<file path="src/rtl/htok_pkg.sv">
// Shared types, constants and character-class functions for the HTML tokenizer.
`default_nettype none
package htok_pkg;

  localparam int CMD_DEPTH_DEF = 2;
  localparam int OUT_DEPTH_DEF = 2;

  localparam logic [7:0] CH_LT    = 8'h3C;
  localparam logic [7:0] CH_GT    = 8'h3E;
  localparam logic [7:0] CH_EQ    = 8'h3D;
  localparam logic [7:0] CH_SLASH = 8'h2F;
  localparam logic [7:0] CH_BANG  = 8'h21;
  localparam logic [7:0] CH_DASH  = 8'h2D;
  localparam logic [7:0] CH_DQ    = 8'h22;
  localparam logic [7:0] CH_SQ    = 8'h27;

  localparam logic [3:0] KIND_TEXT       = 4'd0;
  localparam logic [3:0] KIND_TEXTEND    = 4'd1;
  localparam logic [3:0] KIND_TAGNAME    = 4'd2;
  localparam logic [3:0] KIND_ATTRNAME   = 4'd3;
  localparam logic [3:0] KIND_ATTRVALUE  = 4'd4;
  localparam logic [3:0] KIND_ATTREND    = 4'd5;
  localparam logic [3:0] KIND_TAGEND     = 4'd6;
  localparam logic [3:0] KIND_DOCTYPE    = 4'd7;
  localparam logic [3:0] KIND_DOCTYPEEND = 4'd8;
  localparam logic [3:0] KIND_ERROR      = 4'd9;
  localparam logic [3:0] KIND_INCOMPLETE = 4'd10;

  localparam logic [2:0] DOC_LEN = 3'd7;

  // Result slots of one item, emitted lowest first.
  localparam int NSLOTS = 13;
  localparam int SLOT_W = 4;
  localparam logic [SLOT_W-1:0] SLOT_REP_LO = 4'd0;
  localparam logic [SLOT_W-1:0] SLOT_REP_HI = 4'd5;
  localparam logic [SLOT_W-1:0] SLOT_PRE_TE = 4'd6;
  localparam logic [SLOT_W-1:0] SLOT_PRE_AE = 4'd7;
  localparam logic [SLOT_W-1:0] SLOT_MAIN   = 4'd8;
  localparam logic [SLOT_W-1:0] SLOT_TAGEND = 4'd9;
  localparam logic [SLOT_W-1:0] SLOT_END_TE = 4'd10;
  localparam logic [SLOT_W-1:0] SLOT_END_AE = 4'd11;
  localparam logic [SLOT_W-1:0] SLOT_END_IN = 4'd12;

  typedef enum logic [3:0] {
    MODE_DATA    = 4'd0,
    MODE_LT      = 4'd1,
    MODE_BANG    = 4'd2,
    MODE_DOCTYPE = 4'd3,
    MODE_SLASH   = 4'd4,
    MODE_NAME    = 4'd5,
    MODE_ATTR    = 4'd6,
    MODE_EQ      = 4'd7,
    MODE_QUOTED  = 4'd8,
    MODE_BARE    = 4'd9
  } mode_t;

  typedef struct packed {
    logic [NSLOTS-1:0] mask;
    logic [3:0]        main_kind;
    logic [7:0]        main_ch;
    logic              end_tag;
    logic              self_close;
  } cmd_t;

  typedef struct packed {
    logic [3:0] kind;
    logic [7:0] ch_out;
    logic       end_tag;
    logic       self_closing;
    logic       run_last;
  } res_t;

  function automatic logic is_space(input logic [7:0] c);
    return (c == 8'h20) || (c >= 8'h09 && c <= 8'h0D);
  endfunction

  function automatic logic is_alpha(input logic [7:0] c);
    return (c >= 8'h41 && c <= 8'h5A) || (c >= 8'h61 && c <= 8'h7A);
  endfunction

  function automatic logic is_alnum(input logic [7:0] c);
    return is_alpha(c) || (c >= 8'h30 && c <= 8'h39);
  endfunction

  function automatic logic [7:0] doc_char(input logic [2:0] idx);
    logic [7:0] r;
    case (idx)
      3'd0:    r = 8'h44;
      3'd1:    r = 8'h4F;
      3'd2:    r = 8'h43;
      3'd3:    r = 8'h54;
      3'd4:    r = 8'h59;
      3'd5:    r = 8'h50;
      3'd6:    r = 8'h45;
      default: r = 8'h00;
    endcase
    return r;
  endfunction

endpackage
`default_nettype wire

</file>
<file path="src/rtl/html_markup_tokenizer.sv">
// HTML markup tokenizer: a byte stream in, a stream of classified markup events out.
//
// Input queue port: one markup byte (in_ch) with an end-of-document mark (in_last) is
// taken at each edge where in_push is high and in_full is low. Each byte gives zero to
// eight events; every event of a byte comes out in order and the last one carries
// out_run_last. Events wait on the out_ ports while out_empty is low and are taken on
// an edge with out_pop high.
// Throughput while the output queue has room: one byte per cycle as long as bytes give
// at most one event each. The back end emits one event per cycle, so a byte with more
// events holds it until all are out; the queue between front and back absorbs this and
// in_full rises only when it fills.
// The end-of-document mark closes open runs and returns the tokenizer to its reset state.
// Reset (rst_n low, synchronous) empties both queues and puts the tokenizer in text
// mode; bytes are taken from the first cycle after reset.
// When the receiver stalls, the output queue fills, the back end halts, and in_full
// rises once the command queue is full; nothing is dropped.
`default_nettype none
module html_markup_tokenizer
  import htok_pkg::*;
#(
  parameter int CMD_DEPTH = CMD_DEPTH_DEF,
  parameter int OUT_DEPTH = OUT_DEPTH_DEF
) (
  input  wire logic       clk,
  input  wire logic       rst_n,
  input  wire logic       in_push,
  input  wire logic [7:0] in_ch,
  input  wire logic       in_last,
  output logic            in_full,
  output logic            out_empty,
  input  wire logic       out_pop,
  output logic [3:0]      out_kind,
  output logic [7:0]      out_ch_out,
  output logic            out_end_tag,
  output logic            out_self_closing,
  output logic            out_run_last
);

  logic cq_push, cq_full, cq_pop, cq_empty;
  cmd_t cq_wdata, cq_rdata;
  logic oq_push, oq_full;
  res_t oq_wdata, oq_rdata;

  htok_front u_front (
    .clk     (clk),
    .rst_n   (rst_n),
    .in_push (in_push),
    .in_ch   (in_ch),
    .in_last (in_last),
    .in_full (in_full),
    .cq_push (cq_push),
    .cq_data (cq_wdata),
    .cq_full (cq_full)
  );

  htok_fifo #(
    .WIDTH ($bits(cmd_t)),
    .DEPTH (CMD_DEPTH)
  ) u_cmd_q (
    .clk   (clk),
    .rst_n (rst_n),
    .push  (cq_push),
    .wdata (cq_wdata),
    .full  (cq_full),
    .pop   (cq_pop),
    .rdata (cq_rdata),
    .empty (cq_empty)
  );

  htok_back u_back (
    .clk      (clk),
    .rst_n    (rst_n),
    .cq_data  (cq_rdata),
    .cq_empty (cq_empty),
    .cq_pop   (cq_pop),
    .oq_push  (oq_push),
    .oq_data  (oq_wdata),
    .oq_full  (oq_full)
  );

  htok_fifo #(
    .WIDTH ($bits(res_t)),
    .DEPTH (OUT_DEPTH)
  ) u_out_q (
    .clk   (clk),
    .rst_n (rst_n),
    .push  (oq_push),
    .wdata (oq_wdata),
    .full  (oq_full),
    .pop   (out_pop),
    .rdata (oq_rdata),
    .empty (out_empty)
  );

  assign out_kind         = oq_rdata.kind;
  assign out_ch_out       = oq_rdata.ch_out;
  assign out_end_tag      = oq_rdata.end_tag;
  assign out_self_closing = oq_rdata.self_closing;
  assign out_run_last     = oq_rdata.run_last;

endmodule
`default_nettype wire

</file>
<file path="src/rtl/htok_fifo.sv">
// Small register queue with registered count, used between and after the two halves.
`default_nettype none
module htok_fifo #(
  parameter int WIDTH = 8,
  parameter int DEPTH = 2
) (
  input  wire logic             clk,
  input  wire logic             rst_n,
  input  wire logic             push,
  input  wire logic [WIDTH-1:0] wdata,
  output logic                  full,
  input  wire logic             pop,
  output logic [WIDTH-1:0]      rdata,
  output logic                  empty
);

  localparam int AW = $clog2(DEPTH);
  localparam int CW = $clog2(DEPTH + 1);

  logic [WIDTH-1:0] mem_r [DEPTH];
  logic [AW-1:0]    wr_ptr_r, wr_ptr_nxt;
  logic [AW-1:0]    rd_ptr_r, rd_ptr_nxt;
  logic [CW-1:0]    cnt_r, cnt_nxt;
  logic             do_push, do_pop;

  assign full    = (cnt_r == CW'(DEPTH));
  assign empty   = (cnt_r == '0);
  assign do_push = push && !full;
  assign do_pop  = pop && !empty;
  assign rdata   = mem_r[rd_ptr_r];

  always_comb begin
    wr_ptr_nxt = wr_ptr_r;
    rd_ptr_nxt = rd_ptr_r;
    cnt_nxt    = cnt_r;
    if (do_push) begin
      wr_ptr_nxt = (wr_ptr_r == AW'(DEPTH - 1)) ? '0 : wr_ptr_r + 1'b1;
    end
    if (do_pop) begin
      rd_ptr_nxt = (rd_ptr_r == AW'(DEPTH - 1)) ? '0 : rd_ptr_r + 1'b1;
    end
    if (do_push && !do_pop) begin
      cnt_nxt = cnt_r + 1'b1;
    end else if (do_pop && !do_push) begin
      cnt_nxt = cnt_r - 1'b1;
    end
  end

  always_ff @(posedge clk) begin
    if (!rst_n) begin
      wr_ptr_r <= '0;
      rd_ptr_r <= '0;
      cnt_r    <= '0;
    end else begin
      wr_ptr_r <= wr_ptr_nxt;
      rd_ptr_r <= rd_ptr_nxt;
      cnt_r    <= cnt_nxt;
    end
  end

  always_ff @(posedge clk) begin
    if (do_push) begin
      mem_r[wr_ptr_r] <= wdata;
    end
  end

endmodule
`default_nettype wire

</file>
<file path="src/rtl/htok_front.sv">
// Front end: takes input bytes, runs the tokenizer state and builds a slot command per item.
`default_nettype none
module htok_front
  import htok_pkg::*;
(
  input  wire logic       clk,
  input  wire logic       rst_n,
  input  wire logic       in_push,
  input  wire logic [7:0] in_ch,
  input  wire logic       in_last,
  output logic            in_full,
  output logic            cq_push,
  output cmd_t            cq_data,
  input  wire logic       cq_full
);

  mode_t      mode_r, mode_nxt, mode_step;
  logic [2:0] match_r, match_nxt, match_step;
  logic       quote_r, quote_nxt, quote_step;
  logic       text_r, text_nxt, text_step;
  logic       attr_r, attr_nxt, attr_step;
  logic       tend_r, tend_nxt, tend_step;
  logic       self_r, self_nxt, self_step;
  logic       accept;
  logic       c_space, c_alpha, c_alnum, doc_hit, quote_hit;
  cmd_t       cmd;

  assign c_space   = is_space(in_ch);
  assign c_alpha   = is_alpha(in_ch);
  assign c_alnum   = is_alnum(in_ch);
  assign doc_hit   = (match_r != DOC_LEN) && (in_ch == doc_char(match_r));
  assign quote_hit = (in_ch == (quote_r ? CH_SQ : CH_DQ));
  assign accept    = in_push && !cq_full;
  assign in_full   = cq_full;

  // Next state for one byte, before end-of-document handling.
  always_comb begin
    mode_step  = mode_r;
    match_step = match_r;
    quote_step = quote_r;
    text_step  = text_r;
    attr_step  = attr_r;
    tend_step  = tend_r;
    self_step  = self_r;
    unique case (mode_r)
      MODE_LT: begin
        if (in_ch == CH_BANG) begin
          match_step = '0;
          mode_step  = MODE_BANG;
        end else if (in_ch == CH_SLASH) begin
          mode_step = MODE_SLASH;
        end else if (c_alpha) begin
          mode_step = MODE_NAME;
        end else begin
          mode_step = MODE_DATA;
        end
      end
      MODE_SLASH: begin
        if (c_alpha) begin
          tend_step = 1'b1;
          mode_step = MODE_NAME;
        end else begin
          mode_step = MODE_DATA;
        end
      end
      MODE_BANG: begin
        if (doc_hit) begin
          if (match_r == DOC_LEN - 3'd1) begin
            match_step = '0;
            mode_step  = MODE_DOCTYPE;
          end else begin
            match_step = match_r + 3'd1;
          end
        end else begin
          match_step = '0;
          if (in_ch == CH_LT) begin
            text_step = 1'b0;
            tend_step = 1'b0;
            self_step = 1'b0;
            attr_step = 1'b0;
            mode_step = MODE_LT;
          end else begin
            text_step = 1'b1;
            mode_step = MODE_DATA;
          end
        end
      end
      MODE_DOCTYPE: begin
        if (!c_alnum && in_ch == CH_GT) begin
          mode_step = MODE_DATA;
        end
      end
      MODE_NAME: begin
        if (c_alnum) begin
          mode_step = MODE_NAME;
        end else if (c_space) begin
          mode_step = MODE_ATTR;
        end else if (in_ch == CH_GT) begin
          mode_step = MODE_DATA;
        end else if (in_ch == CH_SLASH) begin
          self_step = 1'b1;
          mode_step = MODE_ATTR;
        end
      end
      MODE_ATTR: begin
        if (c_alnum || in_ch == CH_DASH) begin
          attr_step = 1'b1;
        end else if (in_ch == CH_EQ) begin
          attr_step = 1'b1;
          mode_step = MODE_EQ;
        end else if (c_space) begin
          attr_step = 1'b0;
        end else if (in_ch == CH_GT) begin
          attr_step = 1'b0;
          mode_step = MODE_DATA;
        end else if (in_ch == CH_SLASH) begin
          attr_step = 1'b0;
          self_step = 1'b1;
        end
      end
      MODE_EQ: begin
        if (in_ch == CH_DQ || in_ch == CH_SQ) begin
          quote_step = (in_ch == CH_SQ);
          mode_step  = MODE_QUOTED;
        end else if (!c_space && in_ch != CH_GT) begin
          mode_step = MODE_BARE;
        end else begin
          mode_step = MODE_ATTR;
        end
      end
      MODE_QUOTED: begin
        if (quote_hit) begin
          attr_step = 1'b0;
          mode_step = MODE_ATTR;
        end
      end
      MODE_BARE: begin
        if (in_ch == CH_GT) begin
          attr_step = 1'b0;
          mode_step = MODE_DATA;
        end else if (c_space) begin
          attr_step = 1'b0;
          mode_step = MODE_ATTR;
        end
      end
      default: begin
        mode_step = MODE_DATA;
        if (in_ch == CH_LT) begin
          text_step = 1'b0;
          tend_step = 1'b0;
          self_step = 1'b0;
          attr_step = 1'b0;
          mode_step = MODE_LT;
        end else begin
          text_step = 1'b1;
        end
      end
    endcase
  end

  always_comb begin
    mode_nxt  = mode_r;
    match_nxt = match_r;
    quote_nxt = quote_r;
    text_nxt  = text_r;
    attr_nxt  = attr_r;
    tend_nxt  = tend_r;
    self_nxt  = self_r;
    if (accept) begin
      if (in_last) begin
        mode_nxt  = MODE_DATA;
        match_nxt = '0;
        quote_nxt = 1'b0;
        text_nxt  = 1'b0;
        attr_nxt  = 1'b0;
        tend_nxt  = 1'b0;
        self_nxt  = 1'b0;
      end else begin
        mode_nxt  = mode_step;
        match_nxt = match_step;
        quote_nxt = quote_step;
        text_nxt  = text_step;
        attr_nxt  = attr_step;
        tend_nxt  = tend_step;
        self_nxt  = self_step;
      end
    end
  end

  // Slot command for one byte.
  always_comb begin
    cmd            = '0;
    cmd.main_ch    = in_ch;
    cmd.end_tag    = tend_r;
    cmd.self_close = self_r;
    unique case (mode_r)
      MODE_LT: begin
        if (in_ch != CH_BANG && in_ch != CH_SLASH) begin
          cmd.mask[SLOT_MAIN] = 1'b1;
          cmd.main_kind       = c_alpha ? KIND_TAGNAME : KIND_ERROR;
        end
      end
      MODE_SLASH: begin
        cmd.mask[SLOT_MAIN] = 1'b1;
        cmd.main_kind       = c_alpha ? KIND_TAGNAME : KIND_ERROR;
      end
      MODE_BANG: begin
        if (!doc_hit) begin
          for (int i = 0; i <= int'(SLOT_REP_HI); i++) begin
            cmd.mask[i] = (3'(i) < match_r);
          end
          if (in_ch == CH_LT) begin
            cmd.mask[SLOT_PRE_TE] = text_r || (match_r != '0);
          end else begin
            cmd.mask[SLOT_MAIN] = 1'b1;
            cmd.main_kind       = KIND_TEXT;
          end
        end
      end
      MODE_DOCTYPE: begin
        cmd.mask[SLOT_MAIN] = 1'b1;
        if (c_alnum) begin
          cmd.main_kind = KIND_DOCTYPE;
        end else if (in_ch == CH_GT) begin
          cmd.main_kind = KIND_DOCTYPEEND;
          cmd.main_ch   = '0;
        end else begin
          cmd.main_kind = KIND_ERROR;
        end
      end
      MODE_NAME: begin
        if (c_alnum) begin
          cmd.mask[SLOT_MAIN] = 1'b1;
          cmd.main_kind       = KIND_TAGNAME;
        end else if (in_ch == CH_GT) begin
          cmd.mask[SLOT_TAGEND] = 1'b1;
        end else if (!c_space && in_ch != CH_SLASH) begin
          cmd.mask[SLOT_MAIN] = 1'b1;
          cmd.main_kind       = KIND_ERROR;
        end
      end
      MODE_ATTR: begin
        if (c_alnum || in_ch == CH_DASH) begin
          cmd.mask[SLOT_MAIN] = 1'b1;
          cmd.main_kind       = KIND_ATTRNAME;
        end else if (in_ch == CH_EQ) begin
          cmd.mask = '0;
        end else if (c_space || in_ch == CH_SLASH) begin
          cmd.mask[SLOT_PRE_AE] = attr_r;
        end else if (in_ch == CH_GT) begin
          cmd.mask[SLOT_PRE_AE] = attr_r;
          cmd.mask[SLOT_TAGEND] = 1'b1;
        end else begin
          cmd.mask[SLOT_MAIN] = 1'b1;
          cmd.main_kind       = KIND_ERROR;
        end
      end
      MODE_EQ: begin
        if (in_ch != CH_DQ && in_ch != CH_SQ) begin
          cmd.mask[SLOT_MAIN] = 1'b1;
          cmd.main_kind       = (!c_space && in_ch != CH_GT) ? KIND_ATTRVALUE : KIND_ERROR;
        end
      end
      MODE_QUOTED: begin
        if (quote_hit) begin
          cmd.mask[SLOT_PRE_AE] = attr_r;
        end else begin
          cmd.mask[SLOT_MAIN] = 1'b1;
          cmd.main_kind       = KIND_ATTRVALUE;
        end
      end
      MODE_BARE: begin
        if (in_ch == CH_GT) begin
          cmd.mask[SLOT_PRE_AE] = attr_r;
          cmd.mask[SLOT_TAGEND] = 1'b1;
        end else if (c_space) begin
          cmd.mask[SLOT_PRE_AE] = attr_r;
        end else begin
          cmd.mask[SLOT_MAIN] = 1'b1;
          cmd.main_kind       = KIND_ATTRVALUE;
        end
      end
      default: begin
        if (in_ch == CH_LT) begin
          cmd.mask[SLOT_PRE_TE] = text_r;
        end else begin
          cmd.mask[SLOT_MAIN] = 1'b1;
          cmd.main_kind       = KIND_TEXT;
        end
      end
    endcase
    if (in_last) begin
      cmd.mask[SLOT_END_TE] = text_step;
      cmd.mask[SLOT_END_AE] = attr_step;
      cmd.mask[SLOT_END_IN] = (mode_step != MODE_DATA);
    end
  end

  assign cq_data = cmd;
  assign cq_push = accept && (cmd.mask != '0);

  always_ff @(posedge clk) begin
    if (!rst_n) begin
      mode_r  <= MODE_DATA;
      match_r <= '0;
      quote_r <= 1'b0;
      text_r  <= 1'b0;
      attr_r  <= 1'b0;
      tend_r  <= 1'b0;
      self_r  <= 1'b0;
    end else begin
      mode_r  <= mode_nxt;
      match_r <= match_nxt;
      quote_r <= quote_nxt;
      text_r  <= text_nxt;
      attr_r  <= attr_nxt;
      tend_r  <= tend_nxt;
      self_r  <= self_nxt;
    end
  end

endmodule
`default_nettype wire

</file>
<file path="src/rtl/htok_back.sv">
// Back end: expands each slot command into result items, one per cycle while the output queue has room.
`default_nettype none
module htok_back
  import htok_pkg::*;
(
  input  wire logic clk,
  input  wire logic rst_n,
  input  wire cmd_t cq_data,
  input  wire logic cq_empty,
  output logic      cq_pop,
  output logic      oq_push,
  output res_t      oq_data,
  input  wire logic oq_full
);

  cmd_t              cur_r, cur_nxt;
  logic              cur_v_r, cur_v_nxt;
  logic [SLOT_W-1:0] idx;
  logic [NSLOTS-1:0] rest;
  logic              emit, done, load;
  res_t              res;

  always_comb begin
    idx = '0;
    for (int i = NSLOTS - 1; i >= 0; i--) begin
      if (cur_r.mask[i]) begin
        idx = SLOT_W'(i);
      end
    end
    rest = cur_r.mask & ~(NSLOTS'(1) << idx);
  end

  always_comb begin
    res          = '0;
    res.run_last = (rest == '0);
    unique case (idx) inside
      [SLOT_REP_LO:SLOT_REP_HI]: begin
        res.kind   = KIND_TEXT;
        res.ch_out = doc_char(idx[2:0]);
      end
      SLOT_PRE_TE, SLOT_END_TE: res.kind = KIND_TEXTEND;
      SLOT_PRE_AE, SLOT_END_AE: res.kind = KIND_ATTREND;
      SLOT_MAIN: begin
        res.kind   = cur_r.main_kind;
        res.ch_out = cur_r.main_ch;
      end
      SLOT_TAGEND: begin
        res.kind         = KIND_TAGEND;
        res.end_tag      = cur_r.end_tag;
        res.self_closing = cur_r.self_close;
      end
      SLOT_END_IN: res.kind = KIND_INCOMPLETE;
      default:     res.kind = KIND_ERROR;
    endcase
  end

  assign emit    = cur_v_r && !oq_full;
  assign done    = emit && (rest == '0);
  assign load    = (!cur_v_r || done) && !cq_empty;
  assign cq_pop  = load;
  assign oq_push = emit;
  assign oq_data = res;

  always_comb begin
    cur_nxt   = cur_r;
    cur_v_nxt = cur_v_r;
    if (load) begin
      cur_nxt   = cq_data;
      cur_v_nxt = 1'b1;
    end else if (done) begin
      cur_v_nxt = 1'b0;
    end else if (emit) begin
      cur_nxt.mask = rest;
    end
  end

  always_ff @(posedge clk) begin
    if (!rst_n) begin
      cur_v_r <= 1'b0;
    end else begin
      cur_v_r <= cur_v_nxt;
    end
  end

  always_ff @(posedge clk) begin
    cur_r <= cur_nxt;
  end

endmodule
`default_nettype wire

</file>
<file path="config.mk">
export PLATFORM = sky130hd
export DESIGN_NAME = html_markup_tokenizer
export DESIGN_NICKNAME = d
export VERILOG_FILES = /design/src/rtl/htok_pkg.sv /design/src/rtl/html_markup_tokenizer.sv /design/src/rtl/htok_fifo.sv /design/src/rtl/htok_front.sv /design/src/rtl/htok_back.sv
export SDC_FILE = /design/constraint.sdc
export NUM_CORES = 1
export LEC_CHECK = 0
export ABC_AREA = 1
export BUFFER_PORTS_ARGS = -buffer_cell sky130_fd_sc_hd__buf_4
export CORE_ASPECT_RATIO = 0.7
export CORE_MARGIN = 8
export CORE_UTILIZATION = 60
export CTS_BUF_LIST = sky130_fd_sc_hd__clkbuf_4
export CTS_CLUSTER_DIAMETER = 150
export DETAILED_ROUTE_END_ITERATION = 16
export PLACE_DENSITY_LB_ADDON = 0.3
export RECOVER_POWER = 25
export REMOVE_ABC_BUFFERS = 1
export SYNTH_ARGS = -nofsm -noshare
export SYNTH_HDL_FRONTEND = slang
export SYNTH_SLANG_ARGS = --single-unit
</file>
<file path="constraint.sdc">
create_clock -name clk -period 4.2 [get_ports clk]
set_input_delay 0.84 -clock clk [delete_from_list [all_inputs] [get_ports clk]]
set_output_delay 0.84 -clock clk [all_outputs]
set_load 0.01 [all_outputs]
</file>
Yosys cells after proc, flatten, opt, wreduce, memory -nomap -nowiden
Memory sizes are Yosys's and may differ from the RTL's. A register that Yosys moved wholly into a read port is not among the register bits.
Index checks and enable logic that the tools add are counted.
{ "totals": {"ff_bits": 48, "ramBits": 84, "out_inout_bits": 17, "wordCells": 328, "mem_count": 2} }
{ "memory_table": {"columns": ["memory", "words", "width", "read_ports", "rd_ports_with_merged_regs", "wr", "line_no", "rtl"], "rows": [
  ["u_cmd_q.mem_r", 2, 27, 1, 1, 1, "htok_fifo.sv:20", "logic [WIDTH-1:0] mem_r [DEPTH];"],
  ["u_out_q.mem_r", 2, 15, 1, 1, 1, "htok_fifo.sv:20", null]
]} }
{ "classes": {"addsub": 9, "order_cmp": 16, "eq_ne": 56, "n_shift": 1, "n_mux": 152, "n_bitwise": 2, "reduce_logical": 71} }
{ "op_table": {"columns": ["operator", "count"], "rows": [
  ["$mux 4", 45],
  ["$pmux 7 s7", 2],
  ["$eq 8x6->1 const B", 9],
  ["$pmux 4 s9", 2],
  ["$mux 1", 67],
  ["$ne 8x6->1 const B", 5],
  ["$mux 13", 3],
  ["$mux 8", 4],
  ["$mux 3", 10],
  ["$eq 4x4->1 const B", 7],
  ["$eq 4x3->1 const B", 6],
  ["$logic_and 1x1->1", 24],
  ["$pmux 4 s6", 1],
  ["$eq 3x3->1 const B", 6],
  ["$ge 8x7->1 const B", 2],
  ["$le 8x7->1 const B", 2],
  ["$pmux 8 s2", 1],
  ["$ne 3x3->1 const B", 5],
  ["$reduce_or 7->1", 2],
  ["$and 13x13->13", 1],
  ["$logic_not 13->1", 1],
  ["$not 13->13", 1],
  ["$reduce_bool 13->1", 1],
  ["$shl 1x4->13 const A", 1],
  ["47 further kinds", 99]
]} }

Longest topological paths before layout
{ "logic_depth": {"ltp_word": 24, "ltp_mapped": 26, "mapped_depth_nobuf": 24} }

Cells and area by module
From an unflattened synthesis, not the netlist that was laid out.
{ "hier_totals": {"hier_cells": 784, "area_unflattened_um2": 7303.3} }
{ "by_module_without_submodules": {"columns": ["module", "n_inst", "cells_per_inst", "area_per_inst_um2", "seq_area_each_um2"], "rows": [
  ["htok_fifo (u_cmd_q)", 1, 122, 2297.2, 1721.7],
  ["htok_front", 1, 366, 1859.3, 240.2],
  ["htok_back", 1, 211, 1762.9, 830.8],
  ["htok_fifo (u_out_q)", 1, 85, 1383.8, 1001.0]
]} }

Worst setup path before layout
Ideal clock, no wire load.
{ "synth_timing": {"path_kind": "in2reg", "start": "input in_ch[2]", "end": "memory u_cmd_q.mem_r[0][0] (netlist bit) (enable)", "setup_ns": 0.411, "t_arrival_ns": 3.419, "slack_ns": 0.370, "cell_stages": 17, "path_buffers": 1, "cell_sequence": "buf_2 > nand2_1 > inv_1 > a21oi_1 > nand2_1 > nand2_1 > nor2_1 > nand2_1 > nor2_1 > inv_1 > a21oi_1 > nor2_1 > nand3_1 > nand2_1 > nand3_1 > nand2_1 > nor2_1"} }
{ "synth_via": {"elab_chain_cells": 15, "word_cells_on_any_way": 113, "cone_classes": "order compare (8); eq/ne (16); mux (67); reduce/logical (22)"} }
{ "synth_rtl": {"columns": ["item", "line_no", "rtl"], "rows": [
  ["start: declaration", "html_markup_tokenizer.sv:27", "input wire logic [7:0] in_ch,"],
  ["$ge 8x4->1, or another cell as far along", "htok_pkg.sv:74", "return (c == 8'h20) || (c >= 8'h09 && c <= 8'h0D);"],
  ["$logic_and 1x1->1, on equally long branches", "htok_pkg.sv:74, htok_pkg.sv:78", null],
  ["$logic_or 1x1->1, on equally long branches", "htok_pkg.sv:74, htok_pkg.sv:78", null],
  ["$logic_not 1->1 or $logic_or 1x1->1 (tied branches)", "htok_front.sv:125, htok_front.sv:237, htok_pkg.sv:82", null],
  ["$logic_and 1x1->1 or $logic_not 1->1 (tied branches)", "htok_front.sv:125, htok_front.sv:89", null],
  ["$mux 4 or $logic_and 1x1->1 (tied branches)", "htok_front.sv:125, htok_front.sv:89", null],
  ["$mux 4, on equally long branches", "htok_front.sv:122, htok_front.sv:89", null],
  ["$pmux 4 s9", "htok_front.sv:45", "unique case (mode_r)"],
  ["$reduce_bool 4->1", "htok_front.sv:295", "cmd.mask[SLOT_END_IN] = (mode_step != MODE_DATA);"],
  ["$mux 3", "htok_front.sv:292", "if (in_last) begin"],
  ["$reduce_bool 13->1 *", "htok_front.sv:300", "assign cq_push = accept && (cmd.mask != '0);"],
  ["$logic_and 1x1->1 *", "htok_front.sv:300", null],
  ["$logic_and 1x1->1 *", "htok_fifo.sv:28", "assign do_push = push && !full;"],
  ["$mux 1 *", "htok_fifo.sv:62", "if (do_push) begin"],
  ["$mux 1 (implied by the code) *", "htok_fifo.sv:63", "mem_r[wr_ptr_r] <= wdata;"],
  ["end: declaration", "htok_fifo.sv:20", null]
]} }
Every way passes the cells marked *; elsewhere a longest branch is shown, timed or not.

Final worst setup path
{ "layout_timing": {"start": "input in_ch[0]", "end": "register u_cmd_q.cnt_r[1]"} }
{ "layout_via": {"elab_chain_cells": 16, "word_cells_on_any_way": 116, "cone_classes": "order compare (8); eq/ne (16); mux (66); reduce/logical (26)"} }
{ "layout_rtl": {"columns": ["item", "line_no", "rtl"], "rows": [
  ["$ge 8x4->1, or another cell as far along", "htok_pkg.sv:74", null],
  ["$logic_and 1x1->1, on equally long branches", "htok_pkg.sv:74, htok_pkg.sv:78", null],
  ["$logic_or 1x1->1, on equally long branches", "htok_pkg.sv:74, htok_pkg.sv:78", null],
  ["$logic_not 1->1 or $logic_or 1x1->1 (tied branches)", "htok_front.sv:125, htok_front.sv:237, htok_pkg.sv:82", null],
  ["$logic_and 1x1->1 or $logic_not 1->1 (tied branches)", "htok_front.sv:125, htok_front.sv:89", null],
  ["$mux 4 or $logic_and 1x1->1 (tied branches)", "htok_front.sv:125, htok_front.sv:89", null],
  ["$mux 4, on equally long branches", "htok_front.sv:122, htok_front.sv:89", null],
  ["$pmux 4 s9", "htok_front.sv:45", null],
  ["$reduce_bool 4->1", "htok_front.sv:295", null],
  ["$mux 3", "htok_front.sv:292", null],
  ["$reduce_bool 13->1 *", "htok_front.sv:300", null],
  ["$logic_and 1x1->1 *", "htok_front.sv:300", null],
  ["$logic_and 1x1->1 *", "htok_fifo.sv:28", null],
  ["named net u_cmd_q.do_push", "htok_fifo.sv:24", "logic do_push, do_pop;"],
  ["$logic_not 1->1", "htok_fifo.sv:44", "end else if (do_pop && !do_push) begin"],
  ["$logic_and 1x1->1", "htok_fifo.sv:44", null],
  ["$reduce_bool 2->1 (no line)", null, null],
  ["end signal: assignment", "htok_fifo.sv:57", "cnt_r <= cnt_nxt;"],
  ["end: declaration", "htok_fifo.sv:23", "logic [CW-1:0] cnt_r, cnt_nxt;"]
]} }
The timed path passes the listed nets; every way through them passes the cells marked *.
A chain may end at the register's enable or synchronous reset.

==> metrics <==
Synth Register Bits=around 130; Die Ht=105 um; post-synth top area share=48.7%; FMAX=~0.28 GHz; final setup fails=0; reg2reg path depth=22; fin area=7550 um2; startpoint types=input pin; Tcrit/Tclk final=between 80% and 90%; skew final=23.0 ps; max-slew violation count=29; Post-CTS Repair Setup Buffers=0; Yosys top cell by area=edfxtp_1; first-pass GRT wire length=roughly 27000 um; setup_tns=0 ps; top post-synthesis cells by area=edfxtp_1 (49%), nand2_1 (11%), dfxtp_1 (6.7%); final antenna-violating net count=0; clk buf depth=2; cts hold-fix bufs=0; worst hold-check path type=reg2reg; IO Port Bufs=29; RSZ-0062 raised after global routing=no; Slowest-stage cell, CP=a21oi_1; Seq/Total Area, Yosys=between 50 and 60%; failing checks=max-capacitance violations, max-slew violations; H-tree depth=4; crit path DAT=between 3000 and 4000 ps; cts bufs inserted=17; vias in the first global route=5350; via count=5593; Pleak=3.25 nW; Hold Fails Final Rpt=0; gr ovfl total=0; total wire length=between 15000 and 20000 um; status=finished, violations left; most common cell after layout, fill and taps aside=nand2_1; Avg Synthesized Cell Area=8.96 um2; Final min period=3570 ps; Tot GR Track Use=between 20% and 30%; Die Area=15100 um2; Yosys warnings=0; Initial Util=61.9%; max-cap viol count=1; most frequent cells in the layout=nand2_1 (208), edfxtp_1 (111), inv_1 (100); post-CTS sizing=0; routed len/inst=around 18 um; Post-Syn Area=slightly below 7000 um2; synth unique cells=46; critical path peak fanout=6; crit end category=flip-flop; Worst-path clk slew=130 ps; pin count of the biggest net entering global routing=29; CTS tree=built; DP Wirelength=between 10000 and 15000 um; routability cong.=approximately 1; fin nets=824; WHS Path Cells=2; Iter 0 DRT Violations=774; placed cell areas=7270 um2; CP cell instances=clkbuf_1, inv_1, nand2_1, o21ai_0, o21ai_1, nand2_1, a21oi_1, nand2_1, nand2_1, nand3_1, nand2_1, nand2_1, nor2_1, nand3_1, nand2_1, inv_1, ha_1, a21oi_1, o21ai_0, o21ai_0, a21oi_1; CP max stage delay=350 ps; Syn Inst Count=763; Slew @ Worst Pin=around 1700 ps; vias per cell=roughly 5.7; # IOs=30; # DRC=0; Core ar.=around 11000 um2; pwr dens=613 nW/um2; Die Wd=144 um; root buffer cell=clkbuf_4; clock sinks=134; DRT Pass-1 Iters=6; worst rel slew slack=-11.3%; Required @ worst endpoint=4610 ps; n_diodes=0; P&R area growth vs syn=10.3%; Crit path top cell by count=nand2_1; layout cells sized above 1=13.5%; later-pin clock latency in the skew report=approximately 520 ps; Peak supply drop=between 0.3 and 0.4 mV; Setup CP Type=in2reg; antenna violations before repair=0; Std-Cell Rows=32
-- power by group --
part	switching, mW	total, mW	internal [mW]
Sequential	0.167	2.09	1.93
Clock	0.516	0.945	0.429
Combinational	1.06	1.59	0.533
Total	1.74	4.63	2.89
-- per-layer routing --
| layer | routed length [um] | GRT usage, % | vias up |
|---|---|---|---|
| met5 | 0 | 0 | - |
| met4 | 436 | 9.27 | 0 |
| met3 | 1590 | 5.41 | 42 |
| met2 | 7560 | 34.6 | 317 |
| met1 | 7730 | 32.6 | 2592 |
| li1 | - | - | 2642 |
-- through the flow --
stage | std cells | power (mW) | setup WS, ps | utilization [%] | hold slack [ps]
after CTS | 974 | 4.65 | 857 | 68.6 | 482
final | 974 | 4.63 | 629 | 68.3 | 485
after detailed placement | 942 | 3.69 | 303 | 65.8 | 452
after global placement | 942 | 3.62 | 228 | 65.8 | 436
after floorplan | 748 | 3.13 | 462 | - | 426
after global routing | 974 | 4.89 | 402 | 68.3 | 502
-- Yosys cell counts, drive strengths merged --
library cell,number
o31ai,1
o211ai,2
edfxtp,111
nand3b,2
a2111oi,2
xor2,5
mux2,15
mux2i,12
o21ai,39
a22o,2
a221oi,1
a211oi,1
clkbuf,11
buf,4
inv,106
o21a,2
a32o,1
and3,1
a31oi,1
o2111ai,3
dfxtp,23
nand2,212
nor2,94
clkinv,1
nand4,18
o21bai,2
nand3,46
nor3,9
or2,1
a21oi,32
ha,3
-- sequential cells by signal (all words and copies together), names as in the netlist, named ones only --
register,count
u_front.mode_r,4
u_cmd_q.cnt_r,2
u_out_q.cnt_r,2
u_front.tend_r,1
u_front.quote_r,1
u_back.cur_v_r,1
u_out_q.rd_ptr_r,1
u_front.attr_r,1
u_front.self_r,1
u_front.match_r,3
u_cmd_q.rd_ptr_r,1
u_front.text_r,1
u_back.cur_r,27
u_cmd_q.wr_ptr_r,1
u_out_q.wr_ptr_r,1
u_cmd_q.mem_r,54
u_out_q.mem_r,30
-- layout make-up --
| cell class | instances | area [um2] |
|---|---|---|
| clock buffers | 17 | 128 |
| well taps | 153 | 191 |
| clock inverters | 15 | 191 |
| flip-flops and latches | 134 | 3790 |
| fillers | 832 | 3500 |
| repair buffers | 41 | 282 |
| multi-input cells | 507 | 2560 |
| inverters | 107 | 402 |
-- cell families after synthesis --
logic type / after synthesis / synth area share, %
XOR/XNOR: 5 / 0.640
AO/OA/AOI/OAI: 89 / 8.10
flip-flops: 134 / 55.5
AND/OR/NAND/NOR: 383 / 24.1
multiplexers: 27 / 4.23
buffers and inverters: 122 / 6.95
adder cells (fa/ha/maj): 3 / 0.549
-- critical path: cells and delay by family --
family          cells  cell delay (ps)
compound gates      7             1160
buf+inv             3              470
fa+ha+maj           1              310
simple gates       10             1180
-- worst paths after layout --
| check | from | endpoint | slack, ps |
|---|---|---|---|
| worst min register to register | u_front.self_r | u_front.self_r | 490 |
| worst min-delay path | u_front.self_r | u_front.self_r | 490 |
| worst max register to register | u_front.match_r[2] | u_cmd_q.cnt_r[1] | 760 |
| worst max-delay path | in_ch[0] | u_cmd_q.cnt_r[1] | 630 |
(Power assumes the default switching activity.)
